==> config.mk <==
export PLATFORM = sky130hd
export DESIGN_NAME = word_boundary_detector
export DESIGN_NICKNAME = d
export VERILOG_FILES = /design/src/rtl/wbd_pkg.sv /design/src/rtl/wbd_front.sv /design/src/rtl/wbd_queue.sv /design/src/rtl/wbd_back.sv /design/src/rtl/word_boundary_detector.sv
export SDC_FILE = /design/constraint.sdc
export NUM_CORES = 1
export LEC_CHECK = 0
export BUFFER_PORTS_ARGS = -buffer_cell sky130_fd_sc_hd__buf_4
export CORE_MARGIN = 3
export CORE_UTILIZATION = 41
export DETAILED_ROUTE_END_ITERATION = 7
export HOLD_SLACK_MARGIN = 0.06
export MAX_ROUTING_LAYER = met4
export PLACE_DENSITY = 0.55
export SYNTH_ARGS = -nofsm -noshare
export SYNTH_HDL_FRONTEND = slang
export SYNTH_SLANG_ARGS = --single-unit
==> constraint.sdc <==
create_clock -name clk -period 4.9 [get_ports clk]
set_input_delay 0.735 -clock clk [delete_from_list [all_inputs] [get_ports clk]]
set_output_delay 0.735 -clock clk [all_outputs]
set_load 0.05 [all_outputs]
==> src/rtl/wbd_pkg.sv <==
// shared types, class codes and break rules of the word boundary detector
package wbd_pkg;

    localparam int CLASS_BITS = 5;
    localparam int OUT_POS_BITS = 16;
    localparam int QUEUE_DEPTH = 4;
    localparam int QUEUE_PTR_BITS = $clog2(QUEUE_DEPTH);
    localparam int QUEUE_CNT_BITS = $clog2(QUEUE_DEPTH + 1);

    typedef logic [CLASS_BITS-1:0] wb_class_t;

    localparam wb_class_t C_OTHER     = 5'd0;
    localparam wb_class_t C_CR        = 5'd1;
    localparam wb_class_t C_LF        = 5'd2;
    localparam wb_class_t C_NEWLINE   = 5'd3;
    localparam wb_class_t C_EXTEND    = 5'd4;
    localparam wb_class_t C_FORMAT    = 5'd5;
    localparam wb_class_t C_ZWJ       = 5'd6;
    localparam wb_class_t C_RI        = 5'd7;
    localparam wb_class_t C_KATAKANA  = 5'd8;
    localparam wb_class_t C_HEBREW    = 5'd9;
    localparam wb_class_t C_ALETTER   = 5'd10;
    localparam wb_class_t C_SQUOTE    = 5'd11;
    localparam wb_class_t C_DQUOTE    = 5'd12;
    localparam wb_class_t C_MIDNUMLET = 5'd13;
    localparam wb_class_t C_MIDLETTER = 5'd14;
    localparam wb_class_t C_MIDNUM    = 5'd15;
    localparam wb_class_t C_NUMERIC   = 5'd16;
    localparam wb_class_t C_EXTNUMLET = 5'd17;
    localparam wb_class_t C_WSEG      = 5'd18;

    typedef logic [1:0] kind_t;
    localparam kind_t KIND_NONE    = 2'd0;
    localparam kind_t KIND_AH      = 2'd1;
    localparam kind_t KIND_HEBREW  = 2'd2;
    localparam kind_t KIND_NUMERIC = 2'd3;

    typedef enum logic [1:0] {
        DEC_KEEP  = 2'd0,
        DEC_BREAK = 2'd1,
        DEC_HOLD  = 2'd2
    } dec_t;

    typedef struct packed {
        dec_t  dec;
        kind_t kind;
    } verdict_t;

    // one queue entry: the one or two results caused by an item
    typedef struct packed {
        logic [OUT_POS_BITS-1:0] first_pos;
        logic                    first_brk;
        logic                    two;
        logic [OUT_POS_BITS-1:0] second_pos;
        logic                    second_brk;
    } job_t;

    function automatic logic is_ign(wb_class_t c);
        return c == C_EXTEND || c == C_FORMAT || c == C_ZWJ;
    endfunction

    function automatic logic is_nl(wb_class_t c);
        return c == C_CR || c == C_LF || c == C_NEWLINE;
    endfunction

    function automatic logic is_ah(wb_class_t c);
        return c == C_ALETTER || c == C_HEBREW;
    endfunction

    function automatic logic is_midl(wb_class_t c);
        return c == C_MIDLETTER || c == C_MIDNUMLET || c == C_SQUOTE;
    endfunction

    function automatic logic is_midn(wb_class_t c);
        return c == C_MIDNUM || c == C_MIDNUMLET || c == C_SQUOTE;
    endfunction

    function automatic logic is_ahnk(wb_class_t c);
        return is_ah(c) || c == C_NUMERIC || c == C_KATAKANA;
    endfunction

    function automatic logic kind_matches(kind_t k, wb_class_t c);
        logic m;
        case (k)
            KIND_AH:      m = is_ah(c);
            KIND_HEBREW:  m = (c == C_HEBREW);
            KIND_NUMERIC: m = (c == C_NUMERIC);
            default:      m = 1'b0;
        endcase
        return m;
    endfunction

    // rules wb3 to wb16 and wb999 on the current context
    function automatic verdict_t decide(wb_class_t raw, wb_class_t l, wb_class_t bl_in,
                                        logic [1:0] seen, logic ri_odd,
                                        wb_class_t r, logic ep);
        verdict_t  v;
        wb_class_t bl;
        v.kind = KIND_NONE;
        v.dec  = DEC_BREAK;
        bl = (seen >= 2'd2) ? bl_in : C_OTHER;
        if (seen == 2'd0 && raw == C_OTHER) return v;
        v.dec = DEC_KEEP;
        if (raw == C_CR && r == C_LF) return v;
        v.dec = DEC_BREAK;
        if (is_nl(raw) || is_nl(r)) return v;
        v.dec = DEC_KEEP;
        if (raw == C_ZWJ && ep) return v;
        if (raw == C_WSEG && r == C_WSEG) return v;
        if (is_ign(r)) return v;
        v.dec = DEC_BREAK;
        if (seen == 2'd0) return v;
        v.dec = DEC_KEEP;
        if (is_ah(l) && is_ah(r)) return v;
        if (is_ah(l) && is_midl(r)) v.kind = KIND_AH;
        if (is_ah(r) && is_midl(l) && is_ah(bl)) return v;
        if (l == C_HEBREW && r == C_SQUOTE) return v;
        if (l == C_HEBREW && r == C_DQUOTE) v.kind = KIND_HEBREW;
        if (r == C_HEBREW && l == C_DQUOTE && bl == C_HEBREW) return v;
        if (l == C_NUMERIC && r == C_NUMERIC) return v;
        if (is_ah(l) && r == C_NUMERIC) return v;
        if (l == C_NUMERIC && is_ah(r)) return v;
        if (r == C_NUMERIC && is_midn(l) && bl == C_NUMERIC) return v;
        if (l == C_NUMERIC && is_midn(r)) v.kind = KIND_NUMERIC;
        if (l == C_KATAKANA && r == C_KATAKANA) return v;
        if ((is_ahnk(l) || l == C_EXTNUMLET) && r == C_EXTNUMLET) return v;
        if (l == C_EXTNUMLET && is_ahnk(r)) return v;
        if (l == C_RI && r == C_RI && ri_odd) return v;
        v.dec = (v.kind != KIND_NONE) ? DEC_HOLD : DEC_BREAK;
        return v;
    endfunction

endpackage

==> src/rtl/wbd_front.sv <==
// front part: accepts items, applies the break rules and builds queue entries
module wbd_front #(
    parameter int POS_BITS = 16
) (
    input  logic                clk,
    input  logic                rst_n,
    input  logic                acc,
    input  wbd_pkg::wb_class_t  wb_class,
    input  logic                ext_pict,
    input  logic                end_of_text,
    output logic                push,
    output wbd_pkg::job_t       job
);
    import wbd_pkg::*;

    wb_class_t             prev_class_reg, prev_class_next;
    wb_class_t             sig_left_class_reg, sig_left_class_next;
    wb_class_t             sig_before_left_class_reg, sig_before_left_class_next;
    logic [1:0]            sig_seen_reg, sig_seen_next;
    logic                  ri_odd_reg, ri_odd_next;
    logic [POS_BITS-1:0]   char_index_reg, char_index_next;
    logic                  pend_valid_reg, pend_valid_next;
    logic [POS_BITS-1:0]   pend_index_reg, pend_index_next;
    kind_t                 pend_kind_reg, pend_kind_next;

    wb_class_t c;
    verdict_t  v;
    logic      resolve;
    logic      held;
    logic      pend_brk;

    // out-of-range classes count as other
    assign c = (wb_class > C_WSEG) ? C_OTHER : wb_class;
    assign v = decide(prev_class_reg, sig_left_class_reg, sig_before_left_class_reg,
                      sig_seen_reg, ri_odd_reg, c, ext_pict);
    assign resolve  = !is_ign(c) && pend_valid_reg;
    assign held     = (v.dec == DEC_HOLD);
    assign pend_brk = !kind_matches(pend_kind_reg, c);

    always_comb
    begin
        prev_class_next            = prev_class_reg;
        sig_left_class_next        = sig_left_class_reg;
        sig_before_left_class_next = sig_before_left_class_reg;
        sig_seen_next              = sig_seen_reg;
        ri_odd_next                = ri_odd_reg;
        char_index_next            = char_index_reg;
        pend_valid_next            = pend_valid_reg;
        pend_index_next            = pend_index_reg;
        pend_kind_next             = pend_kind_reg;
        push                       = 1'b0;
        job.first_pos              = OUT_POS_BITS'(char_index_reg);
        job.first_brk              = 1'b1;
        job.two                    = 1'b0;
        job.second_pos             = OUT_POS_BITS'(char_index_reg);
        job.second_brk             = 1'b1;

        if (acc)
        begin
            if (end_of_text)
            begin
                push = 1'b1;
                if (pend_valid_reg)
                begin
                    job.first_pos = OUT_POS_BITS'(pend_index_reg);
                    job.two       = 1'b1;
                end
                prev_class_next            = C_OTHER;
                sig_left_class_next        = C_OTHER;
                sig_before_left_class_next = C_OTHER;
                sig_seen_next              = 2'd0;
                ri_odd_next                = 1'b0;
                char_index_next            = '0;
                pend_valid_next            = 1'b0;
                pend_index_next            = '0;
                pend_kind_next             = KIND_NONE;
            end
            else
            begin
                push = resolve || !held;
                if (resolve)
                begin
                    job.first_pos   = OUT_POS_BITS'(pend_index_reg);
                    job.first_brk   = pend_brk;
                    job.two         = !held;
                    job.second_brk  = (v.dec == DEC_BREAK);
                    pend_valid_next = 1'b0;
                    pend_kind_next  = KIND_NONE;
                end
                else
                begin
                    job.first_brk = (v.dec == DEC_BREAK);
                end
                if (held)
                begin
                    pend_valid_next = 1'b1;
                    pend_index_next = char_index_reg;
                    pend_kind_next  = v.kind;
                end
                prev_class_next = c;
                if (!is_ign(c))
                begin
                    sig_before_left_class_next = sig_left_class_reg;
                    sig_left_class_next        = c;
                    if (sig_seen_reg != 2'd2)
                        sig_seen_next = sig_seen_reg + 2'd1;
                    ri_odd_next = (c == C_RI) ? !ri_odd_reg : 1'b0;
                end
                char_index_next = char_index_reg + POS_BITS'(1);
            end
        end
    end

    always_ff @(posedge clk or negedge rst_n)
    begin
        if (!rst_n)
        begin
            prev_class_reg            <= C_OTHER;
            sig_left_class_reg        <= C_OTHER;
            sig_before_left_class_reg <= C_OTHER;
            sig_seen_reg              <= 2'd0;
            ri_odd_reg                <= 1'b0;
            char_index_reg            <= '0;
            pend_valid_reg            <= 1'b0;
            pend_index_reg            <= '0;
            pend_kind_reg             <= KIND_NONE;
        end
        else
        begin
            prev_class_reg            <= prev_class_next;
            sig_left_class_reg        <= sig_left_class_next;
            sig_before_left_class_reg <= sig_before_left_class_next;
            sig_seen_reg              <= sig_seen_next;
            ri_odd_reg                <= ri_odd_next;
            char_index_reg            <= char_index_next;
            pend_valid_reg            <= pend_valid_next;
            pend_index_reg            <= pend_index_next;
            pend_kind_reg             <= pend_kind_next;
        end
    end

    a_pend_has_kind: assert property (@(posedge clk) disable iff (!rst_n)
        pend_valid_reg |-> pend_kind_reg != KIND_NONE)
        else $error("held boundary without an awaited class");

    a_seen_saturates: assert property (@(posedge clk) disable iff (!rst_n)
        sig_seen_reg != 2'd3)
        else $error("significant count past saturation");

    a_eot_restarts: assert property (@(posedge clk) disable iff (!rst_n)
        acc && end_of_text |=> char_index_reg == '0 && !pend_valid_reg)
        else $error("context not cleared after end of text");

    a_hold_no_push: assert property (@(posedge clk) disable iff (!rst_n)
        acc && !end_of_text && held && !resolve |-> !push)
        else $error("held item pushed a result of its own");

endmodule

==> src/rtl/wbd_queue.sv <==
// short queue of result entries between the front and back parts
module wbd_queue (
    input  logic           clk,
    input  logic           rst_n,
    input  logic           push,
    input  wbd_pkg::job_t  push_job,
    output logic           full,
    input  logic           pop,
    output logic           head_valid,
    output wbd_pkg::job_t  head_job
);
    import wbd_pkg::*;

    job_t                      mem [QUEUE_DEPTH];
    logic [QUEUE_PTR_BITS-1:0] wr_ptr_reg, wr_ptr_next;
    logic [QUEUE_PTR_BITS-1:0] rd_ptr_reg, rd_ptr_next;
    logic [QUEUE_CNT_BITS-1:0] count_reg, count_next;

    assign full       = (count_reg == QUEUE_CNT_BITS'(QUEUE_DEPTH));
    assign head_valid = (count_reg != '0);
    assign head_job   = mem[rd_ptr_reg];

    always_comb
    begin
        wr_ptr_next = push ? wr_ptr_reg + QUEUE_PTR_BITS'(1) : wr_ptr_reg;
        rd_ptr_next = pop ? rd_ptr_reg + QUEUE_PTR_BITS'(1) : rd_ptr_reg;
        count_next  = count_reg + QUEUE_CNT_BITS'(push) - QUEUE_CNT_BITS'(pop);
    end

    always_ff @(posedge clk)
    begin
        if (push)
            mem[wr_ptr_reg] <= push_job;
    end

    always_ff @(posedge clk or negedge rst_n)
    begin
        if (!rst_n)
        begin
            wr_ptr_reg <= '0;
            rd_ptr_reg <= '0;
            count_reg  <= '0;
        end
        else
        begin
            wr_ptr_reg <= wr_ptr_next;
            rd_ptr_reg <= rd_ptr_next;
            count_reg  <= count_next;
        end
    end

    a_no_overflow: assert property (@(posedge clk) disable iff (!rst_n)
        push |-> !full)
        else $error("push into a full queue");

    a_no_underflow: assert property (@(posedge clk) disable iff (!rst_n)
        pop |-> head_valid)
        else $error("pop from an empty queue");

    a_count_bound: assert property (@(posedge clk) disable iff (!rst_n)
        count_reg <= QUEUE_CNT_BITS'(QUEUE_DEPTH))
        else $error("queue count out of range");

endmodule

==> src/rtl/wbd_back.sv <==
// back part: turns queue entries into one or two result items
module wbd_back (
    input  logic                                clk,
    input  logic                                rst_n,
    input  logic                                head_valid,
    input  wbd_pkg::job_t                       head_job,
    output logic                                pop,
    output logic                                out_valid,
    input  logic                                out_stall,
    output logic [wbd_pkg::OUT_POS_BITS-1:0]    position,
    output logic                                boundary,
    output logic                                last
);
    import wbd_pkg::*;

    logic                    out_valid_reg, out_valid_next;
    logic [OUT_POS_BITS-1:0] out_pos_reg, out_pos_next;
    logic                    out_brk_reg, out_brk_next;
    logic                    out_last_reg, out_last_next;
    logic                    hold_valid_reg, hold_valid_next;
    logic [OUT_POS_BITS-1:0] hold_pos_reg, hold_pos_next;
    logic                    hold_brk_reg, hold_brk_next;
    logic                    advance;

    assign advance = !out_valid_reg || !out_stall;
    assign pop     = advance && !hold_valid_reg && head_valid;

    always_comb
    begin
        out_valid_next  = out_valid_reg;
        out_pos_next    = out_pos_reg;
        out_brk_next    = out_brk_reg;
        out_last_next   = out_last_reg;
        hold_valid_next = hold_valid_reg;
        hold_pos_next   = hold_pos_reg;
        hold_brk_next   = hold_brk_reg;
        if (advance)
        begin
            if (hold_valid_reg)
            begin
                out_valid_next  = 1'b1;
                out_pos_next    = hold_pos_reg;
                out_brk_next    = hold_brk_reg;
                out_last_next   = 1'b1;
                hold_valid_next = 1'b0;
            end
            else if (head_valid)
            begin
                out_valid_next  = 1'b1;
                out_pos_next    = head_job.first_pos;
                out_brk_next    = head_job.first_brk;
                out_last_next   = !head_job.two;
                hold_valid_next = head_job.two;
                hold_pos_next   = head_job.second_pos;
                hold_brk_next   = head_job.second_brk;
            end
            else
            begin
                out_valid_next = 1'b0;
            end
        end
    end

    always_ff @(posedge clk or negedge rst_n)
    begin
        if (!rst_n)
        begin
            out_valid_reg  <= 1'b0;
            hold_valid_reg <= 1'b0;
        end
        else
        begin
            out_valid_reg  <= out_valid_next;
            hold_valid_reg <= hold_valid_next;
        end
    end

    always_ff @(posedge clk)
    begin
        out_pos_reg   <= out_pos_next;
        out_brk_reg   <= out_brk_next;
        out_last_reg  <= out_last_next;
        hold_pos_reg  <= hold_pos_next;
        hold_brk_reg  <= hold_brk_next;
    end

    assign out_valid = out_valid_reg;
    assign position  = out_pos_reg;
    assign boundary  = out_brk_reg;
    assign last      = out_last_reg;

    a_hold_behind_out: assert property (@(posedge clk) disable iff (!rst_n)
        hold_valid_reg |-> out_valid_reg && !out_last_reg)
        else $error("second result held with no first result shown");

    a_not_last_has_hold: assert property (@(posedge clk) disable iff (!rst_n)
        out_valid_reg && !out_last_reg |-> hold_valid_reg)
        else $error("result not marked last but nothing follows");

    a_pop_loads: assert property (@(posedge clk) disable iff (!rst_n)
        pop |=> out_valid_reg)
        else $error("popped entry not shown");

endmodule

==> src/rtl/word_boundary_detector.sv <==
// top level of the streaming word boundary detector
//
//  channel  direction  handshake             payload
//  in       input      in_valid / in_stall   wb_class, ext_pict, end_of_text
//  out      output     out_valid / out_stall position, boundary, last
//
// one item accepted per cycle while the queue is not full; the rules are evaluated in the cycle of acceptance
// results pass through the queue and the output register, one result per cycle on the output while out_stall is low
// an end-of-text item that flushes a held boundary, or an item that resolves a held boundary and is not
// held itself, gives two results, so the output can fall behind; a four-entry queue absorbs the difference
// in_stall rises only when the queue is full; out_stall backs up into the queue
// reset clears the context, the queue and the output register at once
module word_boundary_detector #(
    parameter int POS_BITS = 16
) (
    input  logic                              clk,
    input  logic                              rst_n,
    input  logic                              in_valid,
    output logic                              in_stall,
    input  logic [wbd_pkg::CLASS_BITS-1:0]    wb_class,
    input  logic                              ext_pict,
    input  logic                              end_of_text,
    output logic                              out_valid,
    input  logic                              out_stall,
    output logic [wbd_pkg::OUT_POS_BITS-1:0]  position,
    output logic                              boundary,
    output logic                              last
);
    import wbd_pkg::*;

    logic acc;
    logic push;
    job_t push_job;
    logic full;
    logic pop;
    logic head_valid;
    job_t head_job;

    assign in_stall = full;
    assign acc      = in_valid && !full;

    wbd_front #(
        .POS_BITS (POS_BITS)
    ) u_front (
        .clk         (clk),
        .rst_n       (rst_n),
        .acc         (acc),
        .wb_class    (wb_class),
        .ext_pict    (ext_pict),
        .end_of_text (end_of_text),
        .push        (push),
        .job         (push_job)
    );

    wbd_queue u_queue (
        .clk        (clk),
        .rst_n      (rst_n),
        .push       (push),
        .push_job   (push_job),
        .full       (full),
        .pop        (pop),
        .head_valid (head_valid),
        .head_job   (head_job)
    );

    wbd_back u_back (
        .clk        (clk),
        .rst_n      (rst_n),
        .head_valid (head_valid),
        .head_job   (head_job),
        .pop        (pop),
        .out_valid  (out_valid),
        .out_stall  (out_stall),
        .position   (position),
        .boundary   (boundary),
        .last       (last)
    );

endmodule

# --- Word level (Yosys, flattened, before mapping) ---
# Memory sizes are Yosys's and may differ from the RTL's.
# Index checks and enable logic that the tools add are counted.
classes:
  shifts: 0
  mux: 348
  n_lt_le_gt_ge: 2
  div_mod_pow: 0
  n_eq_ne: 45
  bitwise: 1
  addsub: 6
  n_mul: 0
  reduce_logical: 75
ops:
  columns: ["cell", "n"]
  rows:
  - ["4-bit two-way mux", 73]
  - ["1-bit two-way mux", 216]
  - ["16-bit two-way mux", 8]
  - ["5-bit by 4-bit equality test with 1-bit output, second input constant", 18]
  - ["2-bit two-way mux", 42]
  - ["5-bit equality test, second input constant", 7]
  - ["5-bit two-way mux", 7]
  - ["5-bit by 3-bit equality test with 1-bit output, second input constant", 6]
  - ["1-bit logical AND", 27]
  - ["1-bit logical OR", 25]
  - ["5-bit by 2-bit equality test with 1-bit output, second input constant", 4]
  - ["18-bit two-way mux", 1]
  - ["16-bit by 1-bit adder with 16-bit output, second input constant", 1]
  - ["5-bit by 1-bit equality test with 1-bit output, second input constant", 2]
  - ["1-bit zero test", 9]
  - ["2-bit AND reduction", 4]
  - ["2-bit nonzero test", 4]
  - ["2-bit by 1-bit adder with 2-bit output, second input constant", 3]
  - ["2-bit equality test, second input constant", 3]
  - ["3-bit AND reduction", 2]
  - ["3-bit nonzero test", 2]
  - ["5-bit > comparator, second input constant", 1]
  - ["5-bit zero test", 1]
  - ["2-bit by 1-bit equality test with 1-bit output, second input constant", 2]
  - ["8 further kinds", 9]
word_totals:
  out_inout_bits: 20
  romBits: 0
  inputBits: 11
  n_memories: 1
  latchBits: 0
  reg_bits: 97
  ramBits: 140
memory_table:
  columns: ["name", "depth", "width", "rd", "rd_ports_with_merged_regs", "write_ports", "line_no", "rtl"]
  rows:
  - ["u_queue.mem", 4, 35, 1, 0, 1, "wbd_queue.sv:14", "job_t mem [QUEUE_DEPTH];"]

# --- Logic depth before layout (Yosys ltp) ---
logic_depth:
  word_depth: 203
  ltp_mapped: 14

# --- Hierarchy ---
# From an unflattened synthesis, not the netlist that was laid out.
unflattened:
  hier_cells: 684
  area_unflattened_um2: 10445.0
modules_own_cells:
  columns: ["mod", "instances", "cells_per_inst", "area_per_inst_um2"]
  rows:
  - ["wbd_queue", 1, 217, 5496.5]
  - ["wbd_front", 1, 401, 3565.9]
  - ["wbd_back", 1, 65, 1368.8]
  - ["word_boundary_detector", 1, 1, 13.8]

# --- Worst setup path after synthesis ---
# OpenSTA, ideal clock, no wires.
synth_timing:
  kind: "input port to flip-flop"
  from: "input port wb_class[3] in the netlist's numbering"
  to: "memory u_queue.mem[0][0] in the netlist's numbering, enable pin"
  t_arrival_ns: 3.698
  path_slack_ns: 0.775
  setup_time_ns: 0.427
  path_stages: 9
  n_path_buf: 2
  path_cell_list: "buf_6 -> nand2b_1 -> or4b_1 -> o32ai_1 -> or3_1 -> nor2_2 -> buf_6 -> a21o_4 -> nor2_1"
synth_between:
  elab_chain_cells: 84
synth_lines:
  columns: ["element", "line_no", "rtl"]
  rows:
  - ["start: declaration", "word_boundary_detector.sv:20", "input logic [wbd_pkg::CLASS_BITS-1:0] wb_class,"]
  - ["5-bit > comparator", "wbd_front.sv:33", "assign c = (wb_class > C_WSEG) ? C_OTHER : wb_class;"]
  - ["5-bit two-way mux (*)", "wbd_front.sv:33", null]
  - ["5-bit by 1-bit equality test with 1-bit output or 5-bit by 2-bit equality test with 1-bit output (tied branches)", "wbd_pkg.sv:63, wbd_pkg.sv:104", null]
  - ["1-bit logical OR (2 in series)", "wbd_pkg.sv:63", "return c == C_CR || c == C_LF || c == C_NEWLINE;"]
  - ["1-bit logical OR", "wbd_pkg.sv:106", "if (is_nl(raw) || is_nl(r)) return v;"]
  - ["4-bit two-way mux", "wbd_pkg.sv:106", null]
  - ["4-bit two-way mux (2 in series)", null, null]
  - ["4-bit two-way mux", "wbd_pkg.sv:108", "if (raw == C_ZWJ && ep) return v;"]
  - ["(+66 left out)", null, null]
  - ["4-bit two-way mux", "wbd_pkg.sv:103", "v.dec = DEC_KEEP;"]
  - ["2-bit equality test", "wbd_front.sv:37", "assign held = (v.dec == DEC_HOLD);"]
  - ["1-bit zero test", "wbd_front.sv:80", "push = resolve || !held;"]
  - ["1-bit logical OR (*)", "wbd_front.sv:80", null]
  - ["1-bit two-way mux (*)", "wbd_front.sv:60", "if (end_of_text)"]
  - ["1-bit two-way mux (*)", "wbd_front.sv:58", "if (acc)"]
  - ["1-bit two-way mux (*)", "wbd_queue.sv:32", "if (push)"]
  - ["1-bit two-way mux (not written as such) (*)", "wbd_queue.sv:33", "mem[wr_ptr_reg] <= push_job;"]
  - ["end: declaration", "wbd_queue.sv:14", null]
# Every way passes the cells marked *; elsewhere a longest branch is shown, timed or not. The select of a mux whose other input is x is not followed.

# --- Worst setup path after layout ---
layout_timing:
  from: "register u_front.sig_seen_reg[1]"
  to: "register u_queue.count_reg[2]"
layout_between:
  elab_chain_cells: 73
layout_lines:
  columns: ["element", "line_no", "rtl"]
  rows:
  - ["start: declaration", "wbd_front.sv:19", "logic [1:0] sig_seen_reg, sig_seen_next;"]
  - ["start signal: assignment", "wbd_front.sv:133", "sig_seen_reg <= sig_seen_next;"]
  - ["2-bit zero test", "wbd_pkg.sv:102, wbd_pkg.sv:112", null]
  - ["4-bit two-way mux", "wbd_pkg.sv:112", "if (seen == 2'd0) return v;"]
  - ["4-bit two-way mux (6 in series)", null, null]
  - ["4-bit two-way mux", "wbd_pkg.sv:114", "if (is_ah(l) && is_ah(r)) return v;"]
  - ["4-bit two-way mux", "wbd_pkg.sv:116", "if (is_ah(r) && is_midl(l) && is_ah(bl)) return v;"]
  - ["4-bit two-way mux", "wbd_pkg.sv:117", "if (l == C_HEBREW && r == C_SQUOTE) return v;"]
  - ["4-bit two-way mux", "wbd_pkg.sv:119", "if (r == C_HEBREW && l == C_DQUOTE && bl == C_HEBREW) return v;"]
  - ["4-bit two-way mux", "wbd_pkg.sv:120", "if (l == C_NUMERIC && r == C_NUMERIC) return v;"]
  - ["(+54 left out)", null, null]
  - ["1-bit zero test (*)", "wbd_front.sv:80", null]
  - ["1-bit logical OR (*)", "wbd_front.sv:80", null]
  - ["1-bit two-way mux (*)", "wbd_front.sv:60", null]
  - ["1-bit two-way mux (*)", "wbd_front.sv:58", null]
  - ["net push", "word_boundary_detector.sv:32", "logic push;"]
  - ["3-bit by 1-bit adder with 3-bit output (*)", "wbd_queue.sv:27", "count_next = count_reg + QUEUE_CNT_BITS'(push) - QUEUE_CNT_BITS'(pop);"]
  - ["3-bit by 1-bit subtractor with 3-bit output (*)", "wbd_queue.sv:27", null]
  - ["net u_queue.count_next[2]", "wbd_queue.sv:17", "logic [QUEUE_CNT_BITS-1:0] count_reg, count_next;"]
  - ["end signal: assignment", "wbd_queue.sv:48", "count_reg <= count_next;"]
  - ["end: declaration", "wbd_queue.sv:17", null]
# The timed path passes the listed nets; every way through them passes the cells marked *. The select of a mux whose other input is x is not followed.
# A chain may end at the register's enable or synchronous reset.

==> results.txt <==
----------------------------------------------------
[Critical path]
  Data required time at the worst endpoint ... 5.34 ns
  Worst-path cell with the longest stage delay ... sky130_fd_sc_hd__dfrtp_1
  Worst endpoint data arrival time ... about 3.7 ns
  Slowest Stage Delay on Critical Path ... 0.41 ns
  Max Fanout on Critical Path ... 7
  WS Path Type ... reg2reg
  Critical path capture point type ... register
  Worst R2R Path Depth ... 13
  Critical-path cell list ... inv_1, ha_1, or3_1, a22oi_1, o311a_1, nand4b_1, nor2_2, a21o_4, inv_1, ha_1, fa_1, xnor2_1, xnor2_1
  Worst setup SP type ... register

[Detailed routing]
  Wire length per cell ... 20.5 µm
  Detailed Route Iter0 Violations ... 414
  Vias/cell ... 5.55
  DR DRC count ... 0
  Detailed-routing iteration count for the pre-antenna-repair pass ... 5
  Post-Route WL ... 21,900 µm
  Number of antenna-violating nets in the routed design ... 0
  Via count ... 5,919

[Finish]
  Layout filler cell count ... around 2,100
  Syn-to-layout area delta ... 13.5%
  Register area ... 0.00681 mm²
  Largest register FFs ... 140
  Area used by multi-input combinational logic ... 0.00317 mm²
  Count of nets after finishing ... 744
  Non-filler instance count after layout ... roughly 1,100
  Fraction of final layout cells sized beyond drive strength 1 ... ~22%
  Register with the most flip-flops ... u_queue.mem
  Antenna cells ... 0
  Utilization of the core after routing ... 47.6%

[Global route]
  GRT overflow ... 0
  Initial antenna violation count ... 0
  Total routing usage reported by global routing ... 17.2%
  Pin count of the biggest net entering global routing ... 63
  Vias in the first global route ... roughly 6,000
  Global-route wire length before repair ... around 35,000 µm

[STA]
  Max Clk Rate ... 310 MHz
  Max Slew Vio Count ... 0
  Worst Skew ... 0.0106 ns
  Final Setup Violations ... 0
  Worst Max-Slew Pin Slew ... 1.04 ns
  Total count of hold-check failures in the final report ... 0
  Least setup slack across all paths after layout ... 1.67 ns
  Setup repair after global routing missed its margin ... false
  Setup TNS ... 0 ns
  Final critical-path required period ... 3.23 ns
  Worst slew margin relative to its limit ... 30.7%
  Ratio of final minimum period to clock period ... 65.9%

[Synthesis]
  Share of Yosys cell area claimed by the top area cell type ... 51.0%
  Top area cells in the synthesized netlist ... sky130_fd_sc_hd__edfxtp_1 (51%), sky130_fd_sc_hd__dfrtp_1 (15%), sky130_fd_sc_hd__mux4_2 (7.7%), sky130_fd_sc_hd__mux2_2 (3.6%), sky130_fd_sc_hd__nand2_1 (2.4%)
  Distinct cell type count of the synthesized netlist ... 73
  Synthesized net count ... slightly above 700
  Synthesized instance count ... 693
  Proportion of synthesized chip area in sequential cells ... between 60% and 70%
  #FFs+latches synth ... about 240
  Synth warn ... 0
  Average size of a mapped cell ... 14.9 µm²
  Async set-or-reset flop fraction in the synthesized netlist ... 26.2%
  Leading area contributor after synthesis ... sky130_fd_sc_hd__edfxtp_1
  Number of enable-type register cells in the synthesized netlist ... ~180
  Most instantiated flip-flop cell in the synthesis netlist ... sky130_fd_sc_hd__edfxtp_1
  Total standard cell area after synthesis ... around 0.010 mm²
  Most common cell in the synthesized netlist ... sky130_fd_sc_hd__edfxtp_1
  Top cell types by occurrence after synthesis ... sky130_fd_sc_hd__edfxtp_1 (175), sky130_fd_sc_hd__nand2_1 (66), sky130_fd_sc_hd__dfrtp_1 (62)

[Clocking]
  Number of H-tree levels ... 1
  Worst skew pair latency ... 0.52 ns
  Hold bufs inserted after CTS ... 0
  Clock edge transition at the registers on the reported setup and hold paths ... 0.06 ns
  Maximum count of clock buffers along a single path ... 3
  Post-CTS repair timing setup buffer count ... 0
  Post-CTS resize count ... 0
  CTS sink count ... roughly 240
  Number of buffers added by the clock tree synthesis step ... 26
  TritonCTS clock tree ... done
  Clock Tree Root ... sky130_fd_sc_hd__clkbuf_16

[Pwr]
  Power density over cell area ... 613 mW/mm²
  Static leakage ... 4.18 nW
  VDD IR max ... 0.307 mV

[Placement]
  Placed Instances ... 1,019
  I/O Buffers ... 30
  Dpl hpwl ... 13,300 µm
  GPL Wtd Cong ... 0.904
  Pre-CTS setup slack ... between 1 and 1.5 ns

[Die]
  Std-Cell Core Area ... about 0.025 mm²
  Die Outline Area ... 0.0271 mm²
  Width of the die ... 164 µm
  Initial Utilization ... 42.0%
  Standard-cell rows ... 57
  Die Span Y ... 164 µm
  Boundary pin count ... 31

[Min path]
  HP Class ... in2async

[Status]
  Result of the run ... finished clean

[Flow run]
  MaxCap Viol Count ... 0

----------------------------------------------------
[metrics by stage]
stage | hold slack [ns] | area (µm²) | total power, mW
after floorplan | 0.439 | 10300 | 4.72
after global placement | 0.481 | 10900 | 5.32
after detailed placement | 0.506 | 10900 | 5.40
after CTS | 0.350 | 11700 | 7.28
after global routing | 0.356 | 11700 | 7.56
final | 0.288 | 11700 | 7.16
[metal layers]
metal  vias up  part of all wire (%)  track usage, %
met2       118                    51            28.9
met3        31                   3.6            2.11
met1      3057                    43            22.4
met4         0                   2.0            4.69
li1       2713                     -               -
met5         -                     0               -
[layout by cell type (no fill, tap or decap), types with 4 or more instances in the layout]
cell type                   count
sky130_fd_sc_hd__nand3_1       27
sky130_fd_sc_hd__mux2i_1       11
sky130_fd_sc_hd__a21oi_1       12
sky130_fd_sc_hd__inv_1         38
sky130_fd_sc_hd__clkinv_2       4
sky130_fd_sc_hd__o311ai_0       5
sky130_fd_sc_hd__nand2b_1       4
sky130_fd_sc_hd__a22o_1         6
sky130_fd_sc_hd__nor4bb_1       4
sky130_fd_sc_hd__o21ai_0       25
sky130_fd_sc_hd__xnor2_1        8
sky130_fd_sc_hd__and3_1         5
sky130_fd_sc_hd__mux2_2        33
sky130_fd_sc_hd__o311ai_1      11
sky130_fd_sc_hd__clkbuf_1      10
sky130_fd_sc_hd__nor2_4         4
sky130_fd_sc_hd__nor2_1        23
sky130_fd_sc_hd__dfrtp_1       61
sky130_fd_sc_hd__nand2_1       66
sky130_fd_sc_hd__ha_1           9
sky130_fd_sc_hd__o31ai_1        5
sky130_fd_sc_hd__mux4_2        35
sky130_fd_sc_hd__clkbuf_16     27
sky130_fd_sc_hd__buf_4         44
sky130_fd_sc_hd__edfxtp_1     175
sky130_fd_sc_hd__nor3_1        12
[final cells by class]
class / count / share of cell area (%)
Clock buffer: 38 / 6.22
Sequential cell: 237 / 58.3
Inverter: 38 / 1.22
Tap cell: 324 / 3.47
Clock inverter: 10 / 0.846
Timing Repair Buffer: 44 / 2.83
Multi-Input combinational cell: 376 / 27.1
[worst paths after layout]
path / from / end / slack (ns)
hold / removal: rst_n / u_back.hold_valid_reg / 0.29
setup / recovery: u_front.sig_seen_reg[1] / u_queue.count_reg[2] / 1.67
max in group asynchronous: rst_n / u_queue.rd_ptr_reg[0] / 3.95
hold reg to reg: u_front.pend_index_reg[10] / u_front.pend_index_reg[10] / 0.52
min in group clk: out_stall / u_back.out_valid / 0.47
setup reg to reg: u_front.sig_seen_reg[1] / u_queue.count_reg[2] / 1.67
[critical path: cells and delay by family, from the launching register on]
| family | cells | cell delay [ns] |
|---|---|---|
| adders and majority gates | 3 | 0.84 |
| AOI/OAI and AO/OA | 3 | 0.83 |
| and+or+nand+nor | 3 | 0.58 |
| DFF | 1 | 0.41 |
| xor gates and xnor gates | 2 | 0.33 |
| buffers and inverters | 2 | 0.16 |
[cells by family (layout without fill, tap and decap cells)]
| kind of cell | count (synthesis) | count (layout) | synth area share [%] |
|---|---|---|---|
| and+or+nand+nor | 178 | 178 | 9.04 |
| xor gates and xnor gates | 9 | 9 | 0.766 |
| buffers and inverters | 80 | 130 | 3.46 |
| AOI/OAI and AO/OA | 99 | 99 | 6.85 |
| adders and majority gates | 10 | 10 | 1.29 |
| DFF | 237 | 237 | 66.1 |
| muxes | 80 | 80 | 12.5 |
[where the power goes]
part	internal [mW]	switching, mW
combinational	0.822	1.13
sequential	2.93	0.412
clock	1.13	0.731
total	4.89	2.27
No activity file was read; power rests on OpenSTA's default activity.
